## config.mk

```make
export PLATFORM = sky130hd
export DESIGN_NAME = rgb_led_effect_engine_core_flat
export DESIGN_NICKNAME = d
export VERILOG_FILES = /design/src/rtl/core/rlee_pkg.sv /design/src/rtl/core/rlee_in_if.sv /design/src/rtl/core/rlee_out_if.sv /design/src/rtl/core/rlee_regs.sv /design/src/rtl/core/rlee_dp.sv /design/src/rtl/core/rlee_ctrl.sv /design/src/rtl/core/rgb_led_effect_engine_core.sv /design/src/flat_wrapper.sv
export SDC_FILE = /design/constraint.sdc
export NUM_CORES = 1
export LEC_CHECK = 0
export BUFFER_PORTS_ARGS = -buffer_cell sky130_fd_sc_hd__buf_2
export CORE_MARGIN = 2
export CORE_UTILIZATION = 40
export CTS_CLUSTER_DIAMETER = 30
export DETAILED_ROUTE_END_ITERATION = 10
export PLACE_DENSITY = 0.56
export SLEW_MARGIN = 20
export SYNTH_ARGS = -nofsm -noshare
export SYNTH_HDL_FRONTEND = slang
export SYNTH_SLANG_ARGS = --single-unit
```

## constraint.sdc

```tcl
create_clock -name clk -period 7.3 [get_ports clk]
set_input_delay 0.365 -clock clk [delete_from_list [all_inputs] [get_ports clk]]
set_output_delay 0.365 -clock clk [all_outputs]
set_load 0.1 [all_outputs]
```

## src/rtl/core/rlee_pkg.sv

```systemverilog
// Shared types, constants and helper functions of the RGB LED effect engine.
`timescale 1ns / 1ps
`default_nettype none
package rlee_pkg;

  // Effect modes as held in the mode register.
  typedef enum logic [1:0] {
    MODE_BLINK   = 2'd0,
    MODE_BREATHE = 2'd1,
    MODE_STATIC  = 2'd2,
    MODE_RAINBOW = 2'd3
  } mode_t;

  // Input action codes. Code 3 has no meaning and is ignored.
  localparam logic [1:0] ACT_TICK    = 2'd0;
  localparam logic [1:0] ACT_BEAT    = 2'd1;
  localparam logic [1:0] ACT_RESTART = 2'd2;

  // Register indexes on the configuration port.
  localparam int unsigned CFG_AW      = 4;
  localparam logic [1:0]  REG_MODE    = 2'd0;
  localparam logic [1:0]  REG_COLOR   = 2'd1;
  localparam logic [1:0]  REG_BRIGHT  = 2'd2;

  // Timing and color constants.
  localparam logic [8:0]  BLINK_MS     = 9'd300;
  localparam logic [8:0]  BREATHE_MS   = 9'd12;
  localparam logic [8:0]  HUE_MS       = 9'd8;
  localparam logic [8:0]  ELAPSED_MAX  = 9'd511;
  localparam logic [10:0] HUE_STEPS    = 11'd1536;
  localparam logic [10:0] HUE_STEP     = 11'd2;
  localparam logic [6:0]  BREATHE_TOP  = 7'd127;
  localparam logic [6:0]  BEAT_DEFAULT = 7'd2;
  localparam logic [23:0] BEAT_RGB_RST = 24'hFF0055;
  localparam logic [23:0] BREATHE_RGB0 = 24'hFF69B4;
  localparam int unsigned GREEN_Q16    = 26869;
  localparam int unsigned BLUE_Q16     = 74055;

  typedef struct packed {
    mode_t       mode;
    logic [23:0] static_color;
    logic [7:0]  brightness;
  } cfg_t;

  typedef struct packed {
    logic       step;
    logic       scale_en;
    logic [1:0] scale_sel;
    logic       out_load;
  } dp_cmd_t;

  typedef struct packed {
    logic emit;
  } dp_sts_t;

  // Duration of each heartbeat phase: on, off, on, long off.
  function automatic logic [8:0] beat_dur(input logic [1:0] phase);
    logic [8:0] d;
    case (phase)
      2'd3:    d = 9'd300;
      default: d = 9'd80;
    endcase
    return d;
  endfunction

  function automatic logic [7:0] breathe_green(input logic [6:0] lvl);
    logic [21:0] p;
    p = 22'(lvl) * 22'(GREEN_Q16);
    return {2'b00, p[21:16]};
  endfunction

  function automatic logic [7:0] breathe_blue(input logic [6:0] lvl);
    logic [23:0] p;
    p = 24'(lvl) * 24'(BLUE_Q16);
    return p[23:16];
  endfunction

endpackage
`default_nettype wire

```

## src/rtl/core/rlee_in_if.sv

```systemverilog
// Input channel of the effect engine: action items with heartbeat settings.
`timescale 1ns / 1ps
`default_nettype none
interface rlee_in_if;
  logic        valid;
  logic        ready;
  logic [1:0]  action;
  logic [23:0] beat_color;
  logic [6:0]  beat_pulses;

  modport source (output valid, output action, output beat_color, output beat_pulses,
                  input ready);
  modport sink   (input valid, input action, input beat_color, input beat_pulses,
                  output ready);
endinterface
`default_nettype wire

```

## src/rtl/core/rlee_out_if.sv

```systemverilog
// Result channel of the effect engine: scaled LED levels.
`timescale 1ns / 1ps
`default_nettype none
interface rlee_out_if;
  logic       valid;
  logic       ready;
  logic [7:0] red_level;
  logic [7:0] green_level;
  logic [7:0] blue_level;

  modport source (output valid, output red_level, output green_level, output blue_level,
                  input ready);
  modport sink   (input valid, input red_level, input green_level, input blue_level,
                  output ready);
endinterface
`default_nettype wire

```

## src/rtl/core/rlee_regs.sv

```systemverilog
// APB-style configuration registers: mode, static color and brightness.
`timescale 1ns / 1ps
`default_nettype none
module rlee_regs (
  input  wire logic                         clk,
  input  wire logic                         rst_n,
  input  wire logic                         psel,
  input  wire logic                         penable,
  input  wire logic                         pwrite,
  input  wire logic [rlee_pkg::CFG_AW-1:0]  paddr,
  input  wire logic [31:0]                  pwdata,
  output logic      [31:0]                  prdata,
  output logic                              pready,
  output rlee_pkg::cfg_t                    cfg,
  output logic                              pend_set
);

  rlee_pkg::cfg_t cfg_r;
  logic           wr;
  logic [1:0]     idx;

  assign pready = 1'b1;
  assign idx    = paddr[3:2];
  assign wr     = psel && penable && pwrite;
  assign cfg    = cfg_r;

  // A color or brightness change shows up on the next tick in static mode.
  assign pend_set = wr && ((idx == rlee_pkg::REG_COLOR) || (idx == rlee_pkg::REG_BRIGHT));

  always_ff @(posedge clk) begin
    if (!rst_n) begin
      cfg_r.mode         <= rlee_pkg::MODE_BLINK;
      cfg_r.static_color <= 24'hFFFFFF;
      cfg_r.brightness   <= 8'hFF;
    end else if (wr) begin
      unique case (idx)
        rlee_pkg::REG_MODE:   cfg_r.mode         <= rlee_pkg::mode_t'(pwdata[1:0]);
        rlee_pkg::REG_COLOR:  cfg_r.static_color <= pwdata[23:0];
        rlee_pkg::REG_BRIGHT: cfg_r.brightness   <= pwdata[7:0];
        default: ;
      endcase
    end
  end

  always_comb begin
    unique case (idx)
      rlee_pkg::REG_MODE:   prdata = {30'd0, cfg_r.mode};
      rlee_pkg::REG_COLOR:  prdata = {8'd0, cfg_r.static_color};
      rlee_pkg::REG_BRIGHT: prdata = {24'd0, cfg_r.brightness};
      default:              prdata = 32'd0;
    endcase
  end

endmodule
`default_nettype wire

```

## src/rtl/core/rlee_dp.sv

```systemverilog
// Datapath: animation state, frame color selection and the shared brightness scaler.
`timescale 1ns / 1ps
`default_nettype none
module rlee_dp (
  input  wire logic              clk,
  input  wire logic              rst_n,
  input  wire logic [1:0]        action,
  input  wire logic [23:0]       beat_color,
  input  wire logic [6:0]        beat_pulses,
  input  wire rlee_pkg::cfg_t    cfg,
  input  wire logic              pend_set,
  input  wire rlee_pkg::dp_cmd_t cmd,
  output rlee_pkg::dp_sts_t      sts,
  output logic [7:0]             red_level,
  output logic [7:0]             green_level,
  output logic [7:0]             blue_level
);

  // Animation state.
  logic [8:0]  fe_r, fe_nxt;
  logic        blink_r, blink_nxt;
  logic [6:0]  lvl_r, lvl_nxt;
  logic        rising_r, rising_nxt;
  logic        pending_r, pending_nxt;
  logic [10:0] hue_r, hue_nxt;
  logic        bactive_r, bactive_nxt;
  logic [23:0] brgb_r, brgb_nxt;
  logic [6:0]  bcount_r, bcount_nxt;
  logic [7:0]  bphase_r, bphase_nxt;
  logic [8:0]  belapsed_r, belapsed_nxt;

  // Frame color before scaling, scaled channels and the output register.
  logic [23:0] raw_r, raw_nxt;
  logic [7:0]  red_s_r, green_s_r, blue_s_r;
  logic [7:0]  red_out_r, green_out_r, blue_out_r;

  logic        emit;
  logic        restart;
  logic [8:0]  fe_inc;
  logic [8:0]  be_inc;
  logic [10:0] hue_sum;
  logic [10:0] h;
  logic [7:0]  hl;
  logic [7:0]  bright;
  logic [6:0]  lv;

  logic [7:0]  chan;
  logic [15:0] prod;
  logic [15:0] psum;
  logic [7:0]  quot;

  assign bright = cfg.brightness;
  assign fe_inc = (fe_r == rlee_pkg::ELAPSED_MAX) ? fe_r : fe_r + 9'd1;
  assign be_inc = (belapsed_r == rlee_pkg::ELAPSED_MAX) ? belapsed_r : belapsed_r + 9'd1;
  assign hue_sum = hue_r + rlee_pkg::HUE_STEP;

  always_comb begin
    fe_nxt       = fe_r;
    blink_nxt    = blink_r;
    lvl_nxt      = lvl_r;
    rising_nxt   = rising_r;
    pending_nxt  = pending_r;
    hue_nxt      = hue_r;
    bactive_nxt  = bactive_r;
    brgb_nxt     = brgb_r;
    bcount_nxt   = bcount_r;
    bphase_nxt   = bphase_r;
    belapsed_nxt = belapsed_r;
    raw_nxt      = raw_r;
    emit         = 1'b0;
    restart      = 1'b0;
    h            = 11'd0;
    hl           = 8'd0;
    lv           = 7'd0;

    if (cmd.step) begin
      case (action)
        rlee_pkg::ACT_TICK: begin
          if (bactive_r) begin
            if (bphase_r < {bcount_r, 1'b0}) begin
              belapsed_nxt = be_inc;
              if (be_inc >= rlee_pkg::beat_dur(bphase_r[1:0])) begin
                emit         = 1'b1;
                raw_nxt      = bphase_r[0] ? 24'd0 : brgb_r;
                bphase_nxt   = bphase_r + 8'd1;
                belapsed_nxt = 9'd0;
              end
            end else begin
              // All pulses done: the mode comes back as after a restart.
              bphase_nxt = 8'd0;
              restart    = 1'b1;
            end
          end else begin
            fe_nxt = fe_inc;
            unique case (cfg.mode)
              rlee_pkg::MODE_BLINK: begin
                if (fe_inc > rlee_pkg::BLINK_MS) begin
                  fe_nxt    = 9'd0;
                  blink_nxt = !blink_r;
                  emit      = 1'b1;
                  raw_nxt   = !blink_r ? {bright, bright, bright} : 24'd0;
                end
              end
              rlee_pkg::MODE_BREATHE: begin
                if (fe_inc > rlee_pkg::BREATHE_MS) begin
                  fe_nxt  = 9'd0;
                  lv      = rising_r ? lvl_r + 7'd1 : lvl_r - 7'd1;
                  lvl_nxt = lv;
                  if ((lv == 7'd0) || (lv == rlee_pkg::BREATHE_TOP)) begin
                    rising_nxt = !rising_r;
                  end
                  emit    = 1'b1;
                  raw_nxt = {lv, 1'b0, rlee_pkg::breathe_green(lv),
                             rlee_pkg::breathe_blue(lv)};
                end
              end
              rlee_pkg::MODE_STATIC: begin
                if (pending_r) begin
                  pending_nxt = 1'b0;
                  emit        = 1'b1;
                  raw_nxt     = cfg.static_color;
                end
              end
              rlee_pkg::MODE_RAINBOW: begin
                if (fe_inc > rlee_pkg::HUE_MS) begin
                  fe_nxt  = 9'd0;
                  h       = (hue_sum >= rlee_pkg::HUE_STEPS) ?
                            hue_sum - rlee_pkg::HUE_STEPS : hue_sum;
                  hue_nxt = h;
                  hl      = h[7:0];
                  emit    = 1'b1;
                  // Six sectors of 256 steps; falling ramps are the complement.
                  case (h[10:8])
                    3'd0:    raw_nxt = {bright, hl, 8'd0};
                    3'd1:    raw_nxt = {~hl, bright, 8'd0};
                    3'd2:    raw_nxt = {8'd0, bright, hl};
                    3'd3:    raw_nxt = {8'd0, ~hl, bright};
                    3'd4:    raw_nxt = {hl, 8'd0, bright};
                    default: raw_nxt = {bright, 8'd0, ~hl};
                  endcase
                end
              end
              default: ;
            endcase
          end
        end
        rlee_pkg::ACT_BEAT: begin
          bactive_nxt  = 1'b1;
          brgb_nxt     = beat_color;
          bcount_nxt   = (beat_pulses != 7'd0) ? beat_pulses : rlee_pkg::BEAT_DEFAULT;
          bphase_nxt   = 8'd0;
          belapsed_nxt = 9'd0;
        end
        rlee_pkg::ACT_RESTART: restart = 1'b1;
        default: ;
      endcase

      if (restart) begin
        fe_nxt      = 9'd0;
        blink_nxt   = 1'b0;
        lvl_nxt     = 7'd0;
        rising_nxt  = 1'b1;
        pending_nxt = 1'b1;
        bactive_nxt = 1'b0;
        emit        = 1'b1;
        unique case (cfg.mode)
          rlee_pkg::MODE_BLINK:   raw_nxt = {bright, bright, bright};
          rlee_pkg::MODE_BREATHE: raw_nxt = rlee_pkg::BREATHE_RGB0;
          rlee_pkg::MODE_STATIC:  raw_nxt = cfg.static_color;
          default:                raw_nxt = {bright, 16'd0};
        endcase
      end
    end

    if (pend_set) begin
      pending_nxt = 1'b1;
    end
  end

  assign sts.emit = emit;

  // Shared scaler: floor(v * b / 255) is exact as (p + (p >> 8) + 1) >> 8 here.
  always_comb begin
    case (cmd.scale_sel)
      2'd0:    chan = raw_r[23:16];
      2'd1:    chan = raw_r[15:8];
      default: chan = raw_r[7:0];
    endcase
  end

  assign prod = 16'(chan) * 16'(bright);
  assign psum = prod + {8'd0, prod[15:8]} + 16'd1;
  assign quot = psum[15:8];

  always_ff @(posedge clk) begin
    if (!rst_n) begin
      fe_r       <= 9'd0;
      blink_r    <= 1'b0;
      lvl_r      <= 7'd0;
      rising_r   <= 1'b1;
      pending_r  <= 1'b1;
      hue_r      <= 11'd0;
      bactive_r  <= 1'b0;
      brgb_r     <= rlee_pkg::BEAT_RGB_RST;
      bcount_r   <= rlee_pkg::BEAT_DEFAULT;
      bphase_r   <= 8'd0;
      belapsed_r <= 9'd0;
    end else begin
      fe_r       <= fe_nxt;
      blink_r    <= blink_nxt;
      lvl_r      <= lvl_nxt;
      rising_r   <= rising_nxt;
      pending_r  <= pending_nxt;
      hue_r      <= hue_nxt;
      bactive_r  <= bactive_nxt;
      brgb_r     <= brgb_nxt;
      bcount_r   <= bcount_nxt;
      bphase_r   <= bphase_nxt;
      belapsed_r <= belapsed_nxt;
    end
  end

  always_ff @(posedge clk) begin
    raw_r <= raw_nxt;
    if (cmd.scale_en) begin
      case (cmd.scale_sel)
        2'd0:    red_s_r   <= quot;
        2'd1:    green_s_r <= quot;
        default: blue_s_r  <= quot;
      endcase
    end
    if (cmd.out_load) begin
      red_out_r   <= red_s_r;
      green_out_r <= green_s_r;
      blue_out_r  <= blue_s_r;
    end
  end

  assign red_level   = red_out_r;
  assign green_level = green_out_r;
  assign blue_level  = blue_out_r;

endmodule
`default_nettype wire

```

## src/rtl/core/rlee_ctrl.sv

```systemverilog
// Controller: takes one item, steps the scaler over three channels, fills the output register.
`timescale 1ns / 1ps
`default_nettype none
module rlee_ctrl (
  input  wire logic              clk,
  input  wire logic              rst_n,
  input  wire logic              in_valid,
  output logic                   in_ready,
  output logic                   out_valid,
  input  wire logic              out_ready,
  input  wire rlee_pkg::dp_sts_t sts,
  output rlee_pkg::dp_cmd_t      cmd
);

  typedef enum logic [1:0] {
    S_IDLE,
    S_SCALE,
    S_HOLD
  } state_t;

  state_t     state_r, state_nxt;
  logic [1:0] cnt_r, cnt_nxt;
  logic       out_valid_r, out_valid_nxt;

  assign in_ready      = (state_r == S_IDLE);
  assign out_valid     = out_valid_r;
  assign cmd.step      = in_valid && (state_r == S_IDLE);
  assign cmd.scale_en  = (state_r == S_SCALE);
  assign cmd.scale_sel = cnt_r;
  // The finished result moves out once the previous one has been taken.
  assign cmd.out_load  = (state_r == S_HOLD) && (!out_valid_r || out_ready);

  always_comb begin
    state_nxt     = state_r;
    cnt_nxt       = cnt_r;
    out_valid_nxt = out_valid_r;
    if (out_ready) begin
      out_valid_nxt = 1'b0;
    end
    unique case (state_r)
      S_IDLE: begin
        if (cmd.step && sts.emit) begin
          state_nxt = S_SCALE;
          cnt_nxt   = 2'd0;
        end
      end
      S_SCALE: begin
        if (cnt_r == 2'd2) begin
          state_nxt = S_HOLD;
        end else begin
          cnt_nxt = cnt_r + 2'd1;
        end
      end
      S_HOLD: begin
        if (cmd.out_load) begin
          state_nxt     = S_IDLE;
          out_valid_nxt = 1'b1;
        end
      end
      default: state_nxt = S_IDLE;
    endcase
  end

  always_ff @(posedge clk) begin
    if (!rst_n) begin
      state_r     <= S_IDLE;
      cnt_r       <= 2'd0;
      out_valid_r <= 1'b0;
    end else begin
      state_r     <= state_nxt;
      cnt_r       <= cnt_nxt;
      out_valid_r <= out_valid_nxt;
    end
  end

  a_cnt_range: assert property (@(posedge clk) disable iff (!rst_n)
    (state_r == S_SCALE) |-> (cnt_r != 2'd3))
    else $error("scaler channel count out of range");

  a_valid_from_hold: assert property (@(posedge clk) disable iff (!rst_n)
    $rose(out_valid_r) |-> $past(state_r == S_HOLD))
    else $error("result raised without a finished scaling pass");

  a_step_next: assert property (@(posedge clk) disable iff (!rst_n)
    cmd.step |=> ((state_r == S_IDLE) || ((state_r == S_SCALE) && (cnt_r == 2'd0))))
    else $error("accepted item did not start at the first channel");

endmodule
`default_nettype wire

```

## src/rtl/core/rgb_led_effect_engine_core.sv

```systemverilog
// Top level of the RGB LED effect engine: registers, controller and datapath.
//
//   channel   direction  transaction
//   in_ch     in         action, beat_color, beat_pulses
//   out_ch    out        red_level, green_level, blue_level
//   APB       in/out     effect_mode @0x0, static_color @0x4, brightness @0x8
//
// An item that gives no result is done once it is accepted; one that gives a result goes through
// the accept step, three passes through the single shared 8x8 brightness multiplier
// (red, green, blue), and a load into the output register once that register is free.
// A new item is accepted while a finished result waits in the output register;
// the next result waits in the scaler until that register is taken.
// rst_n is synchronous and active low; no clearing pass follows it.
`timescale 1ns / 1ps
`default_nettype none
module rgb_led_effect_engine_core (
  input  wire logic                         clk,
  input  wire logic                         rst_n,
  rlee_in_if.sink                           in_ch,
  rlee_out_if.source                        out_ch,
  input  wire logic                         psel,
  input  wire logic                         penable,
  input  wire logic                         pwrite,
  input  wire logic [rlee_pkg::CFG_AW-1:0]  paddr,
  input  wire logic [31:0]                  pwdata,
  output logic      [31:0]                  prdata,
  output logic                              pready
);

  rlee_pkg::cfg_t    cfg;
  logic              pend_set;
  rlee_pkg::dp_cmd_t cmd;
  rlee_pkg::dp_sts_t sts;

  rlee_regs u_regs (
    .clk      (clk),
    .rst_n    (rst_n),
    .psel     (psel),
    .penable  (penable),
    .pwrite   (pwrite),
    .paddr    (paddr),
    .pwdata   (pwdata),
    .prdata   (prdata),
    .pready   (pready),
    .cfg      (cfg),
    .pend_set (pend_set)
  );

  rlee_ctrl u_ctrl (
    .clk       (clk),
    .rst_n     (rst_n),
    .in_valid  (in_ch.valid),
    .in_ready  (in_ch.ready),
    .out_valid (out_ch.valid),
    .out_ready (out_ch.ready),
    .sts       (sts),
    .cmd       (cmd)
  );

  rlee_dp u_dp (
    .clk         (clk),
    .rst_n       (rst_n),
    .action      (in_ch.action),
    .beat_color  (in_ch.beat_color),
    .beat_pulses (in_ch.beat_pulses),
    .cfg         (cfg),
    .pend_set    (pend_set),
    .cmd         (cmd),
    .sts         (sts),
    .red_level   (out_ch.red_level),
    .green_level (out_ch.green_level),
    .blue_level  (out_ch.blue_level)
  );

endmodule
`default_nettype wire

```

## src/flat_wrapper.sv

```systemverilog
// flat-port wrapper written by rule: the top's interface ports become plain ports
module rgb_led_effect_engine_core_flat 
  (clk, rst_n, psel, penable, pwrite, paddr, pwdata, prdata, pready, in_ch_valid, in_ch_action, in_ch_beat_color, in_ch_beat_pulses, in_ch_ready, out_ch_valid, out_ch_red_level, out_ch_green_level, out_ch_blue_level, out_ch_ready);
  rlee_in_if in_ch_i ();
  rlee_out_if out_ch_i ();
  input  wire logic clk;
  input  wire logic rst_n;
  input  wire logic psel;
  input  wire logic penable;
  input  wire logic pwrite;
  input  wire logic [rlee_pkg::CFG_AW-1:0] paddr;
  input  wire logic [31:0] pwdata;
  output logic      [31:0] prdata;
  output logic pready;
  input wire logic [$bits(in_ch_i.valid)-1:0] in_ch_valid;
  input wire logic [$bits(in_ch_i.action)-1:0] in_ch_action;
  input wire logic [$bits(in_ch_i.beat_color)-1:0] in_ch_beat_color;
  input wire logic [$bits(in_ch_i.beat_pulses)-1:0] in_ch_beat_pulses;
  output wire logic [$bits(in_ch_i.ready)-1:0] in_ch_ready;
  output wire logic [$bits(out_ch_i.valid)-1:0] out_ch_valid;
  output wire logic [$bits(out_ch_i.red_level)-1:0] out_ch_red_level;
  output wire logic [$bits(out_ch_i.green_level)-1:0] out_ch_green_level;
  output wire logic [$bits(out_ch_i.blue_level)-1:0] out_ch_blue_level;
  input wire logic [$bits(out_ch_i.ready)-1:0] out_ch_ready;
  assign in_ch_i.valid = in_ch_valid;
  assign in_ch_i.action = in_ch_action;
  assign in_ch_i.beat_color = in_ch_beat_color;
  assign in_ch_i.beat_pulses = in_ch_beat_pulses;
  assign in_ch_ready = in_ch_i.ready;
  assign out_ch_valid = out_ch_i.valid;
  assign out_ch_red_level = out_ch_i.red_level;
  assign out_ch_green_level = out_ch_i.green_level;
  assign out_ch_blue_level = out_ch_i.blue_level;
  assign out_ch_i.ready = out_ch_ready;
  rgb_led_effect_engine_core u_core (.clk(clk), .rst_n(rst_n), .in_ch(in_ch_i), .out_ch(out_ch_i), .psel(psel), .penable(penable), .pwrite(pwrite), .paddr(paddr), .pwdata(pwdata), .prdata(prdata), .pready(pready));
endmodule
```

==> impl_metrics.ini <==
[min_path]
min-delay-start = pwdata[23]
holdPathEnd = u_core.u_regs.cfg[31]
hp-class = primary input to flop
holdPathStages = 3

[routing]
drc_errors = 0
routedWlPerCell_microns = 18.8
vias = 13500
dr.pass1.iters = 7
wirelength_microns = 45700
dr.first_iter.drc_count = 1157
ant_nets = 0
routed_via_density = 5.58

[timing]
fin_crit_sh_pct = 95.4
skew_ps = 13.9
fmax_mhz = 144
worst_slew_pin_slew_ps = 1040
holdWs_ps = 108
finalCriticalPeriod_ps = 6960
setup_viol = 0
max-slew-margin-rel_pct = 30.3
hold_viol = 0
drv_slew = 0

[floorplanning]
ios = 135
initial_core_util_pct = 40.5
fp.dieH_microns = 202
dieArea_sq_mm = 0.0407
fp.dieW_microns = 202
core_sq_mm = 0.0386
rows = 72

[setup_path]
worst_r2r_startpoint = u_core.u_ctrl.cnt_r[0]
crit_type = flop to flop
crit_slowest_cell = fa_1
cp.buffers_inverters = 5
end_kind = flop
critPathLaunchType = flop
critPathMaxStageDelay_ps = 550
ff2ff_setup_slack_ps = 340
critical_path.max_fanout = 11
crit_family = adder cells
worstPathArrival_ps = 7150
timing.rr.end = u_core.u_dp.green_s_r[7]
required_ps = 7490
reg2reg_depth = 29

[place]
dpl.hpwl_microns = 34900
place.gp.congestion = 0.915
port_buffers = 115

[clock_network]
cts_buffer_depth = 2
htree_levels = 4
cts_made_buffers = 17
clock_latency_ps = 460
cts_tree = yes
clk_pin_slew_ps = 80
cts_root_buffer = clkbuf_16
cts_hold_buf = 0
clock-sinks = 189

[global_route]
antenna_found_initial = 1
grt_pass1_vias = 12700
grt-ovfl-total = 0
grt_pass1_wl_microns = 71200
grt_usage_pct = 22.3
grt_max_degree = 82

[pwr]
leakagePower_nw = 7.79
vdd_ir_drop_max_mv = 0.260
p_per_area_mw_per_mm2 = 258

[run_status]
outcome = finished, final reports clean

[finish]
fin_util_pct = 45.0
drive_above_1_share_pct = 12.1
area_growth_pct = 11.1
fin_nets = 2209
fillers = 3809
antennaDiodeCount = 0

[synth]
syn_inst = 1834
yosysSeqAreaShare_pct = 28.8
synth_edf_count = 72
synth_flop_cell = dfxtp_1
ys.warnings.count = 0
synth_cell_types = 92
syn_area_per_cell_sq_um = 8.53
ys_ff_latch = 189
synth_area_sq_mm = 0.0156
synth_async_sr_flop_share_pct = 0

[job]
maxCapViolations = 0
==> worst max-delay path by stage <==
stage | from | slack (ps) | depth (start not counted) | endpoint
floorplan | u_core.u_dp.lvl_r[0] | 690 | 28 | u_core.u_dp.raw_r[13]
global placement | u_core.u_ctrl.cnt_r[0] | 350 | 27 | u_core.u_dp.red_s_r[7]
detailed placement | u_core.u_ctrl.cnt_r[0] | 180 | 28 | u_core.u_dp.red_s_r[7]
CTS | u_core.u_ctrl.cnt_r[1] | 130 | 28 | u_core.u_dp.green_s_r[7]
global route | u_core.u_ctrl.cnt_r[0] | -10 | 29 | u_core.u_dp.green_s_r[7]
finish | u_core.u_ctrl.cnt_r[0] | 340 | 29 | u_core.u_dp.green_s_r[7]
==> power by group <==
| group | internal (mW) | switching (mW) |
|---|---|---|
| Clock | 0.549 | 0.442 |
| Sequential | 1.30 | 0.0215 |
| Combinational | 0.867 | 1.30 |
| Total | 2.72 | 1.76 |
==> cell type report <==
cell class,count,area (sq um),area share (%)
repair buffers,146,808,4.65
flip-flops and latches,189,4500,25.9
inverters,154,578,3.33
well taps,518,648,3.73
clock inverters,11,126,0.727
multi-input cells,1389,10200,58.9
clock buffers,21,483,2.78
==> synthesized netlist by cell type, types with 34 or more instances <==
master / n / area share (%)
nand2_1: 251 / 6.0
ha_1: 177 / 14
inv_1: 152 / 3.6
a21oi_1: 128 / 4.1
dfxtp_1: 117 / 15
nor2_1: 100 / 2.4
clkbuf_1: 76 / 1.8
edfxtp_1: 72 / 14
nand3_1: 71 / 2.3
and2_1: 70 / 2.8
fa_1: 59 / 7.6
o21ai_0: 55 / 1.8
xnor2_1: 39 / 2.2
a22oi_1: 34 / 1.6
==> sequential cells by signal (all words and copies together), names as in the netlist, 7 cells and up <==
signal and cells:
u_core.u_dp.red_level 8, u_core.u_dp.bcount_r 7, u_core.u_dp.red_s_r 8, u_core.u_dp.fe_r 9
u_core.u_dp.brgb_r 24, u_core.u_dp.raw_r 24, u_core.u_dp.blue_level 8, u_core.u_dp.green_level 8
u_core.u_dp.lvl_r 7, u_core.u_dp.green_s_r 8, u_core.u_dp.bphase_r 8, u_core.u_dp.hue_r 10
u_core.u_regs.cfg 34, u_core.u_dp.belapsed_r 9, u_core.u_dp.blue_s_r 8
==> layout by cell type, fill, tap and decap left out, types with 8 or more instances in the layout <==
cell type and n:
buf_4 31, o221ai_1 9, xor2_1 17, or3_1 12, and2_1 70, o21a_1 11
nand2b_1 17, o21ai_1 11, a21boi_0 8, mux2i_1 10, a31oi_1 22, dfxtp_1 117
nand3_1 70, a211oi_1 19, nor3_1 19, a221oi_1 14, ha_1 175, edfxtp_1 72
inv_1 152, a21o_1 22, o211ai_1 11, nand4_1 23, buf_2 115, fa_1 59
xnor2_1 37, nand2_1 246, a22oi_1 31, a211o_1 8, conb_1 9, and3_1 9
a21oi_1 127, o22ai_1 15, nor2b_1 18, o21ai_0 55, clkbuf_16 19, nor2_1 100
==> per-layer routing <==
metal	wire, microns	up-vias	track usage (%)	share of wire [%]
met2	21400	368	36.7	47
met5	0	-	0	0
li1	-	6587	-	-
met4	1250	0	6.96	2.7
met1	20800	6523	30.5	46
met3	2170	70	2.85	4.8
==> cell families after synthesis <==
group           after synthesis  share of synthesized area [%]
compound gates              436                           18.7
buf+inv                     263                           6.69
flops                       189                           28.8
other cells                   2                         0.0480
fa+ha+maj                   237                           21.8
mux                          15                           1.00
simple gates                635                           19.8
xor+xnor                     57                           3.24
==> repair_timing <==
item / CTS / global route
setup buffers: 0 / 1
gates resized for setup: 0 / 16
endpoints found under the setup margin: 0 / 24
==> worst reg2reg max path: cells and delay by family, from the launching register on <==
kind	cells	cell delay, ps
XOR/XNOR	2	330
buffers and inverters	5	440
AND/OR/NAND/NOR	6	750
flip-flops	1	410
AO/OA/AOI/OAI	9	1820
adder cells (fa/ha/maj)	7	2950
==> through the flow <==
step / instance area, sq um / total power, mW / std cells / worst slack [ps] / setup TNS [ps]
floorplan: 15700 / 3.01 / 1841 / 688 / 0
detailed placement: 16700 / 3.43 / 2395 / 177 / 0
global route: 17400 / 4.79 / 2428 / -13.0 / -20.5
global placement: 16700 / 3.37 / 2395 / 349 / 0
finish: 17400 / 4.48 / 2428 / 339 / 0
CTS: 17300 / 4.43 / 2427 / 126 / 0
(Power assumes the default switching activity.)
